$ cat config.mk
export PLATFORM = sky130hd
export DESIGN_NAME = dff_cell
export DESIGN_NICKNAME = d
export VERILOG_FILES = /design/src/rtl/duplicate_frame_filter_defines.svh /design/src/rtl/dff_pkg.sv /design/src/rtl/dff_cell.sv
export SDC_FILE = /design/constraint.sdc
export NUM_CORES = 1
export LEC_CHECK = 0
export BUFFER_PORTS_ARGS = -buffer_cell sky130_fd_sc_hd__clkbuf_2
export CORE_AREA = 2 2 202 204
export CTS_CLUSTER_SIZE = 20
export DETAILED_ROUTE_END_ITERATION = 8
export DIE_AREA = 0 0 204 206
export GPL_ROUTABILITY_DRIVEN = 0
export PLACE_DENSITY = 0.62
export SLEW_MARGIN = 0
export SYNTH_ARGS = -nofsm -noshare
export SYNTH_HDL_FRONTEND = slang
export SYNTH_SLANG_ARGS = --single-unit
$ cat constraint.sdc
create_clock -name clk -period 3.76 [get_ports clk]
set_input_delay 0 -clock clk [delete_from_list [all_inputs] [get_ports clk]]
set_output_delay 0 -clock clk [all_outputs]
set_load 0.05 [all_outputs]
$ cat src/rtl/duplicate_frame_filter_defines.svh
// Assertion macros shared by the duplicate frame filter RTL.
// Depends on nothing; included by files that carry assertions.
`ifndef DUPLICATE_FRAME_FILTER_DEFINES_SVH
`define DUPLICATE_FRAME_FILTER_DEFINES_SVH

// Consequent must hold in the same cycle as the antecedent.
`define DFF_ASSERT_NOW(label, clk, rst_n, ante, cons, msg) \
	label: assert property (@(posedge clk) disable iff (!rst_n) (ante) |-> (cons)) \
		else $error(msg);

// Consequent must hold in the cycle after the antecedent.
`define DFF_ASSERT_NEXT(label, clk, rst_n, ante, cons, msg) \
	label: assert property (@(posedge clk) disable iff (!rst_n) (ante) |=> (cons)) \
		else $error(msg);

`endif

$ cat src/rtl/dff_pkg.sv
// Types and constants of the duplicate frame filter.
// Depends on nothing; used by the cell, the top level and the testbench.
`default_nettype none
package dff_pkg;

	localparam int DFF_TABLE_ENTRIES = 16;
	localparam int DFF_WINDOW_BITS   = 32;
	localparam int DFF_IDX_MAX_W     = 8;
	localparam int DFF_CNT_MAX_W     = 9;
	localparam int DFF_WIN_MAX_W     = 32;
	localparam logic [31:0] DFF_HALF_RANGE = 32'h8000_0000;
	localparam logic [4:0]  DFF_USED_MAX   = 5'd31;

	typedef enum logic [1:0] {
		ST_IDLE,
		ST_SCAN,
		ST_WRITE
	} dff_state_t;

	typedef struct packed {
		logic [31:0] peer_id;
		logic [31:0] peer_epoch;
	} dff_key_t;

	typedef struct packed {
		logic                     hit;
		logic [DFF_IDX_MAX_W-1:0] hit_idx;
		logic [31:0]              hit_highest;
		logic [DFF_WIN_MAX_W-1:0] hit_bitmap;
		logic                     same;
		logic [DFF_IDX_MAX_W-1:0] same_idx;
		logic                     free;
		logic [DFF_IDX_MAX_W-1:0] free_idx;
		logic                     lru;
		logic [DFF_IDX_MAX_W-1:0] lru_idx;
		logic [31:0]              lru_stamp;
		logic [DFF_CNT_MAX_W-1:0] used;
	} dff_scan_t;

	typedef struct packed {
		logic                     en;
		logic [DFF_IDX_MAX_W-1:0] idx;
		logic [31:0]              peer_id;
		logic [31:0]              peer_epoch;
		logic [31:0]              highest;
		logic [DFF_WIN_MAX_W-1:0] bitmap;
		logic [31:0]              stamp;
	} dff_wr_t;

endpackage
`default_nettype wire

$ cat src/rtl/dff_cell.sv
// One table slot of the duplicate frame filter and its step of the scan chain.
// Depends on dff_pkg.
`default_nettype none
module dff_cell import dff_pkg::*; #(
	parameter int WINDOW_BITS = DFF_WINDOW_BITS,
	parameter int CELL_ID     = 0
) (
	input  wire logic      clk,
	input  wire logic      arst_n,
	input  wire dff_key_t  key,
	input  wire dff_scan_t scan_in,
	input  wire logic      scan_in_valid,
	output dff_scan_t      scan_out,
	output logic           scan_out_valid,
	input  wire dff_wr_t   wr
);

	localparam logic [DFF_IDX_MAX_W-1:0] ID = DFF_IDX_MAX_W'(CELL_ID);

	logic [31:0]            stamp_q;
	logic [31:0]            source_q;
	logic [31:0]            session_q;
	logic [31:0]            highest_q;
	logic [WINDOW_BITS-1:0] bitmap_q;
	dff_scan_t              scan_q;
	logic                   scan_valid_q;
	dff_scan_t              scan_c;
	logic                   live;
	logic                   wr_here;

	assign live    = (stamp_q != 32'd0);
	assign wr_here = wr.en && (wr.idx == ID);

	always_comb begin
		scan_c = scan_in;
		if (live) begin
			scan_c.used = scan_in.used + DFF_CNT_MAX_W'(1);
		end
		if (!scan_in.hit) begin
			if (!live) begin
				if (!scan_in.free) begin
					scan_c.free     = 1'b1;
					scan_c.free_idx = ID;
				end
			end else begin
				if (source_q == key.peer_id) begin
					if (session_q == key.peer_epoch) begin
						scan_c.hit         = 1'b1;
						scan_c.hit_idx     = ID;
						scan_c.hit_highest = highest_q;
						scan_c.hit_bitmap  = DFF_WIN_MAX_W'(bitmap_q);
					end else begin
						scan_c.same     = 1'b1;
						scan_c.same_idx = ID;
					end
				end
				if (!scan_in.lru || (stamp_q < scan_in.lru_stamp)) begin
					scan_c.lru       = 1'b1;
					scan_c.lru_idx   = ID;
					scan_c.lru_stamp = stamp_q;
				end
			end
		end
	end

	always_ff @(posedge clk or negedge arst_n) begin
		if (!arst_n) begin
			stamp_q      <= 32'd0;
			scan_valid_q <= 1'b0;
		end else begin
			scan_valid_q <= scan_in_valid;
			if (wr_here) begin
				stamp_q <= wr.stamp;
			end
		end
	end

	always_ff @(posedge clk) begin
		if (scan_in_valid) begin
			scan_q <= scan_c;
		end
		if (wr_here) begin
			source_q  <= wr.peer_id;
			session_q <= wr.peer_epoch;
			highest_q <= wr.highest;
			bitmap_q  <= wr.bitmap[WINDOW_BITS-1:0];
		end
	end

	assign scan_out       = scan_q;
	assign scan_out_valid = scan_valid_q;

endmodule
`default_nettype wire

# Word level (Yosys, flattened, before mapping)
# Index checks and enable logic that the tools add are counted.
[totals] register_bits=302 input_bits=377 output_inout_bits=142 word_cells=37
[op_classes] addsub=1 n_lt_le_gt_ge=1 n_eq_ne=2 muxes=10 reduce_logical=5
[op_table] cell="two-way mux 82 bit" count=2
[op_table] cell="two-way mux 131 bit" count=1
[op_table] cell="two-way mux 41 bit" count=2
[op_table] cell="two-way mux 73 bit" count=1
[op_table] cell="== test 32 bit" count=2
[op_table] cell="less-than comparator 32 bit" count=1
[op_table] cell="nonzero test 32 bit" count=1
[op_table] cell="two-way mux 9 bit" count=3
[op_table] cell="adder 9 x 1 -> 9 bit, second input constant" count=1
[op_table] cell="logical NOT 8 bit" count=1
[op_table] cell="two-way mux 8 bit" count=1
[op_table] cell="logical AND 1 bit" count=1
[op_table] cell="logical NOT 1 bit" count=1
[op_table] cell="logical OR 1 bit" count=1

# Longest topological paths before layout
# Gate-level depths: netlist of run 1.
[logic_depth] depth_word=5 depth_mapped=9 ltp_nobuf=8

# Worst setup path after synthesis of run 1
# No wires, ideal clock.
[synth_path] path_type="input to register" from="in wr[162] (netlist bit)" to="reg bitmap_q[0], enable pin" setup_time_ns=0.542 arrival_ns=4.300 t_required_ns=3.218 path_slack_ns=-1.082 stages=4 path_cell_list="nor4_1 -> nand4b_1 -> inv_1 -> buf_1"
[synth_via] elab_chain_len=2
[synth_lines] item="start, declared" line_no="dff_cell.sv:15" source="input wire dff_wr_t wr"
[synth_lines] item="logical NOT 8 bit" line_no="dff_cell.sv:32" source="assign wr_here = wr.en && (wr.idx == ID);"
[synth_lines] item="logical AND 1 bit" line_no="dff_cell.sv:32"
[synth_lines] item="via wr_here" line_no="dff_cell.sv:29" source="logic wr_here;"
[synth_lines] item="end signal, assigned" line_no="dff_cell.sv:86" source="bitmap_q <= wr.bitmap[WINDOW_BITS-1:0];"
[synth_lines] item="end, declared" line_no="dff_cell.sv:24" source="logic [WINDOW_BITS-1:0] bitmap_q;"
# The timed path passes the listed nets, and every way through them passes these cells.
# A chain may end at the register's enable or synchronous reset.

==> results of run 1 <==
[metrics by stage]
step	hold WS [ps]	cells	cell area, sq um	power [W]
global route	44.92	2208	20070	0.009289
detailed placement	178.6	1830	15740	0.005230
floorplan	-295.6	787	12450	0.004755
global placement	177.6	1830	15740	0.005216
finish	22.39	2208	20070	0.008945
CTS	69.65	2207	20060	0.009043
[cell families after synthesis]
logic type | Yosys count
DFF | 302
AOI/OAI and AO/OA | 28
and+or+nand+nor | 204
adders and majority gates | 32
muxes | 97
buffers and inverters | 52
xor gates and xnor gates | 72
[cell usage in the layout (no fill, tap or decap), drive strengths merged, types with 2 or more instances in the layout]
cell type	netlist	final
nand2b	2	2
ha	32	32
edfxtp	269	269
a311oi	1	2
dfrtp	33	33
nand3	6	6
clkbuf	4	563
and2	16	16
xor2	35	35
nand2	109	109
a211oi	2	2
inv	34	36
xnor2	37	37
nor2b	16	16
nor3	5	5
dlygate4sd3	0	313
o21ai	6	6
nand4	18	18
clkinvlp	0	2
nor2	8	8
clkinv	0	10
bufinv	0	4
nand4b	2	2
buf	14	12
a21oi	12	12
mux2	97	97
a21o	2	2
nor4	19	19
[area by class of cell]
class,count,share of cell area
inverter,34,0.006607
tap,532,0.03316
sequential,302,0.4435
clock buffer,46,0.04880
timing repair buffer,842,0.2928
multi-input combinational,434,0.1650
clock inverter,18,0.01010
[worst max-delay path: stages, from the launching register on]
cell      delay [ps]
dfrtp_1          410
nor4_1           100
nand4_1          150
or2_0            630
nand2_1          370
a311oi_4         730
buf_4            440
mux2_2           380
[power by group through the flow]
stage          registers (W)  clock network, W  logic (W)
6_report             0.00392           0.00349    0.00154
4_1_cts              0.00392           0.00359    0.00153
3_3_place_gp         0.00398                 0    0.00124
3_5_place_dp         0.00398                 0    0.00125
2_1_floorplan        0.00446                 0   0.000295
5_1_grt              0.00393           0.00372    0.00164
[routing by layer]
metal / GRT usage / wire (um)
met1: 0.2155 / 15650
met2: 0.3339 / 20960
met3: 0.05487 / 3241
met4: 0.06185 / 1166
met5: 0 / 0
[path summary, 6_finish.rpt]
path,from,to,depth (start not counted)
worst max-delay path,stamp_q[28]$_DFFE_PN0P_,scan_out[13]$_DFFE_PP_,7
worst min-delay path,scan_in_valid,scan_out[20]$_DFFE_PP_,1
worst max register to register,stamp_q[28]$_DFFE_PN0P_,scan_out[13]$_DFFE_PP_,7
worst min register to register,highest_q[10]$_DFFE_PP_,scan_out[110]$_DFFE_PP_,1
max in group asynchronous,arst_n,scan_out_valid$_DFF_PN0_,2
min in group asynchronous,arst_n,stamp_q[14]$_DFFE_PN0P_,2
[flip-flops by register name, indices dropped and copies added, names as in the netlist]
| signal | count |
|---|---|
| scan_out | 141 |
| bitmap_q | 32 |
| highest_q | 32 |
| session_q | 32 |
| source_q | 32 |
| stamp_q | 32 |
| scan_out_valid | 1 |
[what timing repair did]
action,in CTS,in global routing
setup endpoints to repair,0,20
gates resized for setup,0,0
hold buffers,313,0
hold endpoints to repair,334,0
buffers inserted,0,0
==> flow_summary.json, run 1 <==
{
  "synth-edff-count": 269,
  "netlist_top_cells_area": "edfxtp_1, mux2_2, dfrtp_1",
  "clk_latency_ps": 540,
  "clkPwrFrac": 0.390,
  "rsz0062_at_grt": "no",
  "synth_top_family_by_area": "multiplexers",
  "clk_pin_slew_worst_paths_ps": 60,
  "dr.pass1.iters": 5,
  "die_y_um": 206,
  "setup_slack_ps": 288.5,
  "synth_flop_cell": "edfxtp_1",
  "hold_path_class": "in2reg",
  "dp_slack_ps": 135.9,
  "synth_common_cells": "edfxtp_1, nand2_1, mux2_2",
  "antenna_cells": 0,
  "nFillCells": 3430,
  "ant_nets": 0,
  "synth_top_area_cell": "edfxtp_1",
  "synth_seq_cells": 302,
  "worstSetupPathType": "reg2reg",
  "die_x_um": 204,
  "synthCells": 787,
  "max_cap_violations": 0,
  "ir_worst_vdd_v": 0.0002874,
  "cellPowerDensity_nw_per_um2": 445.6,
  "hold_viol": 0,
  "antenna_found_initial": 0,
  "drt_iter0_drc": 473,
  "synth_simple_gate_area_frac": 0.07881,
  "rows": 74,
  "initial_core_util": 0.3098,
  "port-buffer-count": 518,
  "dieArea_sq_um": 42020,
  "synthAdderAreaFrac": 0.03217,
  "slew_viol_final": 0,
  "layout.nets": 2059,
  "htreeDepth": 2,
  "ys_seq_area_frac": 0.7153,
  "yosys.cell_count.top_type": "edfxtp_1",
  "design.core.area_sq_um": 40180,
  "grt_overflow": 0,
  "cts.sinks": 302,
  "p_sw_w": 0.002351,
  "p_sw_frac": 0.2628,
  "root_buffer": "clkbuf_16",
  "intPower_w": 0.006594,
  "syn_nets": 1196,
  "endpoint_kind": "flip-flop",
  "comb_power_share": 0.172,
  "grt_start_max_net_pins": 93,
  "ys_types": 38,
  "grt_usage": 0.1874,
  "synth_xor_xnor_area_share": 0.05066,
  "drive_gt1_frac": 0.3992,
  "worstSetupStartpointType": "flip-flop",
  "max_freq_mhz": 288.1,
  "cp.required_ps": 4030,
  "ff_latch_area_sq_um": 8904,
  "crit_fanout": 20,
  "synth.mux.area_fraction": 0.08776,
  "async_reset_ff_frac": 0.1093,
  "avgSynthCellArea_sq_um": 15.82,
  "cts_inserted_buffers": 36,
  "fin_setup_tns_ps": 0,
  "routedWlPerCell_um": 18.58,
  "finalCriticalPeriod_ps": 3472,
  "synth_top_cell_area_share": 0.6490,
  "setup_viol": 0,
  "grt_pass1_wl_um": 59450,
  "routed_via_density": 4.450,
  "cts_buffer_depth": 3,
  "yosys_warnings": 0,
  "pin_count": 519,
  "fin_skew_ps": 20.98,
  "p_seq_frac": 0.438,
  "routed_wl_um": 41020,
  "status": "finished, final reports clean",
  "num_vias": 9826,
  "cts_tree": "built",
  "drcViolationCount": 0,
  "worst_pin_slew_ps": 948.1,
  "crit_arrival_ps": 3740,
  "multiInputGateArea_sq_um": 3313,
  "rrSetupSlack_ps": 290,
  "dp_hpwl_um": 28490,
  "area_growth_pct": 61.28,
  "synth-compound-area-share": 0.01518,
  "grt_pass1_vias": 10410,
  "fin_crit_sh": 0.9233,
  "slew_headroom": 0.3680,
  "leakage_nw": 8.727,
  "synthesis.area_sq_um": 12450,
  "fin_util": 0.4996
}
No activity file was read; power rests on OpenSTA's default activity.
==> run 2: changes to the inputs <==
Settings changed: CAP_MARGIN from default to 20, RECOVER_POWER from default to 25.
==> flow_summary.json, run 2 (same netlist as run 1, synthesis figures left out) <==
{
  "dp_hpwl_um": 28490,
  "worstSetupStartpointType": "flip-flop",
  "dr.pass1.iters": 5,
  "die_x_um": 204,
  "worstSetupPathType": "reg2reg",
  "cp.required_ps": 4030,
  "cts.sinks": 302,
  "port-buffer-count": 518,
  "rows": 74,
  "hold_buffers": 313,
  "initial_core_util": 0.3098,
  "drive_gt1_frac": 0.3968,
  "area_growth_pct": 61.19,
  "layout.nets": 2059,
  "hold_end": "stamp_q[7]$_DFFE_PN0P_",
  "final_cells": 2208,
  "hold_path_class": "in2reg",
  "crit_arrival_ps": 3500,
  "pin_count": 519,
  "intPower_w": 0.006599,
  "status": "finished with violations",
  "comb_power_share": 0.172,
  "largest_reg_flops": 141,
  "cts_buffer_depth": 3,
  "dieArea_sq_um": 42020,
  "hold_viol": 0,
  "root_buffer": "clkbuf_16",
  "fin_setup_tns_ps": 0,
  "max_cap_violations": 1,
  "rsz0062_at_grt": "no",
  "design.core.area_sq_um": 40180,
  "die_y_um": 206,
  "drt_iter0_drc": 437,
  "rrSetupSlack_ps": 530,
  "final_cell_mix": "clkbuf_2, dlygate4sd3_1, edfxtp_1, nand2_1, mux2_2",
  "htreeDepth": 2,
  "num_vias": 9783,
  "cts_inserted_buffers": 36,
  "post_cts_resized": 0,
  "grt_usage": 0.1874,
  "hold_depth": 5,
  "r2r_cells": 9,
  "grt_pass1_wl_um": 59450,
  "cellPowerDensity_nw_per_um2": 445.9,
  "finalCriticalPeriod_ps": 3232,
  "cts_setup_buffers": 0,
  "r2r-start": "stamp_q[30]$_DFFE_PN0P_",
  "fin_crit_sh": 0.8596,
  "endpoint_kind": "flip-flop",
  "cts_tree": "built",
  "crit_fanout": 20,
  "r2r-end": "scan_out[13]$_DFFE_PP_",
  "fin_skew_ps": 19.90,
  "drcViolationCount": 0,
  "ir_worst_vdd_v": 0.0002874,
  "antenna_found_initial": 0,
  "max_freq_mhz": 309.4,
  "fin_util": 0.4993,
  "slew_viol_final": 92,
  "routed_wl_um": 40720,
  "clkPwrFrac": 0.390,
  "routedWlPerCell_um": 18.44,
  "leakage_nw": 8.717,
  "grt_pass1_vias": 10410,
  "clk_latency_ps": 540,
  "p_sw_frac": 0.2623,
  "min_from": "wr[168]",
  "ff_latch_area_sq_um": 8904,
  "clk_pin_slew_worst_paths_ps": 60,
  "antenna_cells": 0,
  "nFillCells": 3432,
  "slew_headroom": -0.6713,
  "grt_start_max_net_pins": 93,
  "multiInputGateArea_sq_um": 3298,
  "setup_viol": 0,
  "p_seq_frac": 0.438,
  "grt_overflow": 0,
  "worst_pin_slew_ps": 2507,
  "dp_cells": 1830,
  "p_sw_w": 0.002347,
  "mostFrequentLayoutCell": "clkbuf_2",
  "violations": "max-capacitance violations, max-slew violations",
  "ant_nets": 0,
  "routed_via_density": 4.431
}
[run 2: how the worst max path moves through the flow]
stage | to | cells after the start | slack [ps] | from
finish | scan_out[13]$_DFFE_PP_ | 9 | 530 | stamp_q[30]$_DFFE_PN0P_
global route | scan_out[13]$_DFFE_PP_ | 9 | 330 | stamp_q[29]$_DFFE_PN0P_
CTS | scan_out[13]$_DFFE_PP_ | 7 | 120 | stamp_q[28]$_DFFE_PN0P_
detailed placement | scan_out[24]$_DFFE_PP_ | 7 | 140 | stamp_q[28]$_DFFE_PN0P_
global placement | scan_out[24]$_DFFE_PP_ | 8 | 170 | stamp_q[19]$_DFFE_PN0P_
floorplan | bitmap_q[0]$_DFFE_PP_ | 4 | 790 | wr[162]
[run 2: power by group through the flow]
stage                     Clock (W)  Combinational (W)  Sequential [W]
final                       0.00349            0.00154         0.00392
after global placement            0            0.00124         0.00398
after CTS                   0.00359            0.00153         0.00392
after global routing        0.00372            0.00163         0.00393
after floorplan                   0           0.000295         0.00446
after detailed placement          0            0.00125         0.00398
[run 2: per-layer routing]
| layer | track usage | part of all wire | wire, um |
|---|---|---|---|
| met5 | 0 | 0 | 0 |
| met4 | 0.06185 | 0.029 | 1165 |
| met3 | 0.05487 | 0.080 | 3255 |
| met2 | 0.3339 | 0.51 | 20780 |
| met1 | 0.2155 | 0.38 | 15530 |
[run 2: worst max-delay path, stage by stage (launching register included)]
cell and delay (ps):
dfrtp_1 410, ha_1 320, nand4_1 160, nor3_1 120, a221o_1 300, o31a_1 270, a311oi_4 440, buf_8 230
buf_4 330, mux2_2 380
[run 2: metrics by stage]
step / power [W] / instance area, sq um / hold WS, ps / worst slack [ps]
global route: 0.009290 / 20060 / 128.4 / 329.3
floorplan: 0.004755 / 12450 / -295.6 / 794.2
global placement: 0.005216 / 15740 / 177.6 / 171.0
detailed placement: 0.005230 / 15740 / 178.6 / 135.9
finish: 0.008945 / 20060 / 113.9 / 528.0
CTS: 0.009043 / 20060 / 69.65 / 121.6
[run 2: layout make-up]
type	count	share of cell area
Clock buffer	46	0.04883
Tap cell	532	0.03318
Sequential cell	302	0.4438
Timing Repair Buffer	843	0.2931
Multi-Input combinational cell	433	0.1644
Clock inverter	18	0.01010
Inverter	34	0.006611
==> run 3: changes to the inputs <==
Settings changed: PLACE_DENSITY 0.62 to default.
==> flow_summary.json, run 3 (same netlist as run 1, synthesis figures left out) <==
{
  "final_cell_mix": "clkbuf_2, dlygate4sd3_1, edfxtp_1, nand2_1, mux2_2",
  "setup_viol": 0,
  "area_growth_pct": 60.68,
  "die_x_um": 204,
  "pin_count": 519,
  "grt_start_max_net_pins": 75,
  "slew_viol_final": 106,
  "routed_wl_um": 40950,
  "fin_skew_ps": 20.70,
  "cts_inserted_buffers": 37,
  "hold_viol": 0,
  "intPower_w": 0.006415,
  "htreeDepth": 2,
  "grt_pass1_wl_um": 59530,
  "routed_via_density": 4.435,
  "worst_pin_slew_ps": 2039,
  "dpl_cell_area_sq_um": 15750,
  "mostFrequentLayoutCell": "clkbuf_2",
  "clkPwrFrac": 0.379,
  "port-buffer-count": 518,
  "hold_depth": 5,
  "dieArea_sq_um": 42020,
  "cts.sinks": 302,
  "rsz0062_at_grt": "no",
  "p_sw_frac": 0.2701,
  "final_cells": 2214,
  "crit_fanout": 28,
  "routedWlPerCell_um": 18.50,
  "worstSetupPathType": "reg2reg",
  "die_y_um": 206,
  "r2r_cells": 8,
  "grt_usage": 0.1884,
  "fin_setup_tns_ps": 0,
  "p_sw_w": 0.002374,
  "violations": "max-capacitance violations, max-slew violations",
  "clk_latency_ps": 540,
  "dp_cells": 1832,
  "drt_iter0_drc": 408,
  "worstSetupStartpointType": "flip-flop",
  "drive_gt1_frac": 0.3918,
  "max_cap_violations": 2,
  "grt_pass1_vias": 10460,
  "root_buffer": "clkbuf_16",
  "antenna_cells": 0,
  "dr.pass1.iters": 4,
  "rows": 74,
  "ant_nets": 0,
  "fin_crit_sh": 0.9341,
  "slowest_delay_ps": 730,
  "status": "finished with violations",
  "crit_arrival_ps": 3800,
  "design.core.area_sq_um": 40180,
  "endpoint_kind": "flip-flop",
  "leakage_nw": 8.686,
  "drcViolationCount": 0,
  "num_vias": 9820,
  "fin_area_sq_um": 20000,
  "finalCriticalPeriod_ps": 3512,
  "p_total_w": 0.008789,
  "cp.required_ps": 4040,
  "largest_reg_flops": 141,
  "cellPowerDensity_nw_per_um2": 439.5,
  "layout.nets": 2063,
  "antenna_found_initial": 0,
  "cts_buffer_depth": 3,
  "comb_power_share": 0.175,
  "post_cts_resized": 0,
  "dp_hpwl_um": 28450,
  "max_freq_mhz": 284.7,
  "slew_headroom": -0.3592,
  "cp_slowest_cell": "a311oi_4",
  "ir_worst_vdd_v": 0.0003862,
  "initial_core_util": 0.3098,
  "path_cells": "ha_1 > a21oi_1 > o21ai_0 > a221o_1 > o31a_1 > a311oi_4 > buf_4 > mux2_2",
  "cts_tree": "built",
  "p_seq_frac": 0.446,
  "clk_pin_slew_worst_paths_ps": 60,
  "grt_overflow": 0,
  "hold_path_class": "in2reg"
}
## run 3: metrics by stage
step	utilization	hold WS, ps	worst slack [ps]
2_1_floorplan	-	-295.6	794.2
6_report	0.4977	111.8	247.7
3_5_place_dp	0.3919	178.6	260.9
4_1_cts	0.4980	74.00	229.6
5_1_grt	0.4977	117.5	74.77
3_3_place_gp	0.3919	175.2	287.4
## run 3: power by group through the flow
stage                     clock network (W)  registers (W)  logic [W]
after global placement                    0        0.00398    0.00125
final                               0.00333        0.00392    0.00154
after CTS                           0.00344        0.00391    0.00155
after floorplan                           0        0.00446   0.000295
after detailed placement                  0        0.00398    0.00126
after global routing                0.00356        0.00393    0.00164
## run 3: final timing paths
kind | start | to | slack [ps]
setup / recovery | stamp_q[17]$_DFFE_PN0P_ | scan_out[29]$_DFFE_PP_ | 250
hold / removal | wr[168] | stamp_q[20]$_DFFE_PN0P_ | 110
setup reg to reg | stamp_q[17]$_DFFE_PN0P_ | scan_out[29]$_DFFE_PP_ | 250
max in group asynchronous | arst_n | stamp_q[0]$_DFFE_PN0P_ | 2000
min in group asynchronous | arst_n | stamp_q[7]$_DFFE_PN0P_ | 600
hold reg to reg | highest_q[10]$_DFFE_PP_ | scan_out[110]$_DFFE_PP_ | 520
## run 3: worst max-delay path: cells and delay by family (launching register included)
kind | cells | cell delay (ps)
flip-flops | 1 | 410
buffers and inverters | 1 | 500
multiplexers | 1 | 400
AO/OA/AOI/OAI | 5 | 1650
adder cells (fa/ha/maj) | 1 | 300
## run 3: timing repair
| action | CTS | global route |
|---|---|---|
| hold endpoints to repair | 341 | 0 |
| hold buffers | 314 | 0 |
| buffers inserted | 0 | 0 |
## run 3: layout make-up
class,count,area (sq um)
Clock buffer,50,996.0
Clock inverter,17,127.6
Fill cell,3448,20180
Inverter,34,132.6
Multi-Input combinational cell,433,3298
Sequential cell,302,8904
Tap cell,532,665.6
Timing Repair Buffer,846,5876
## run 3: per-layer routing
layer  wire length [um]  track usage  part of all wire
met5                  0            0                 0
met3               3053      0.05266             0.075
met1              15670       0.2149              0.38
met4               1082      0.06159             0.026
met2              21140       0.3403              0.52
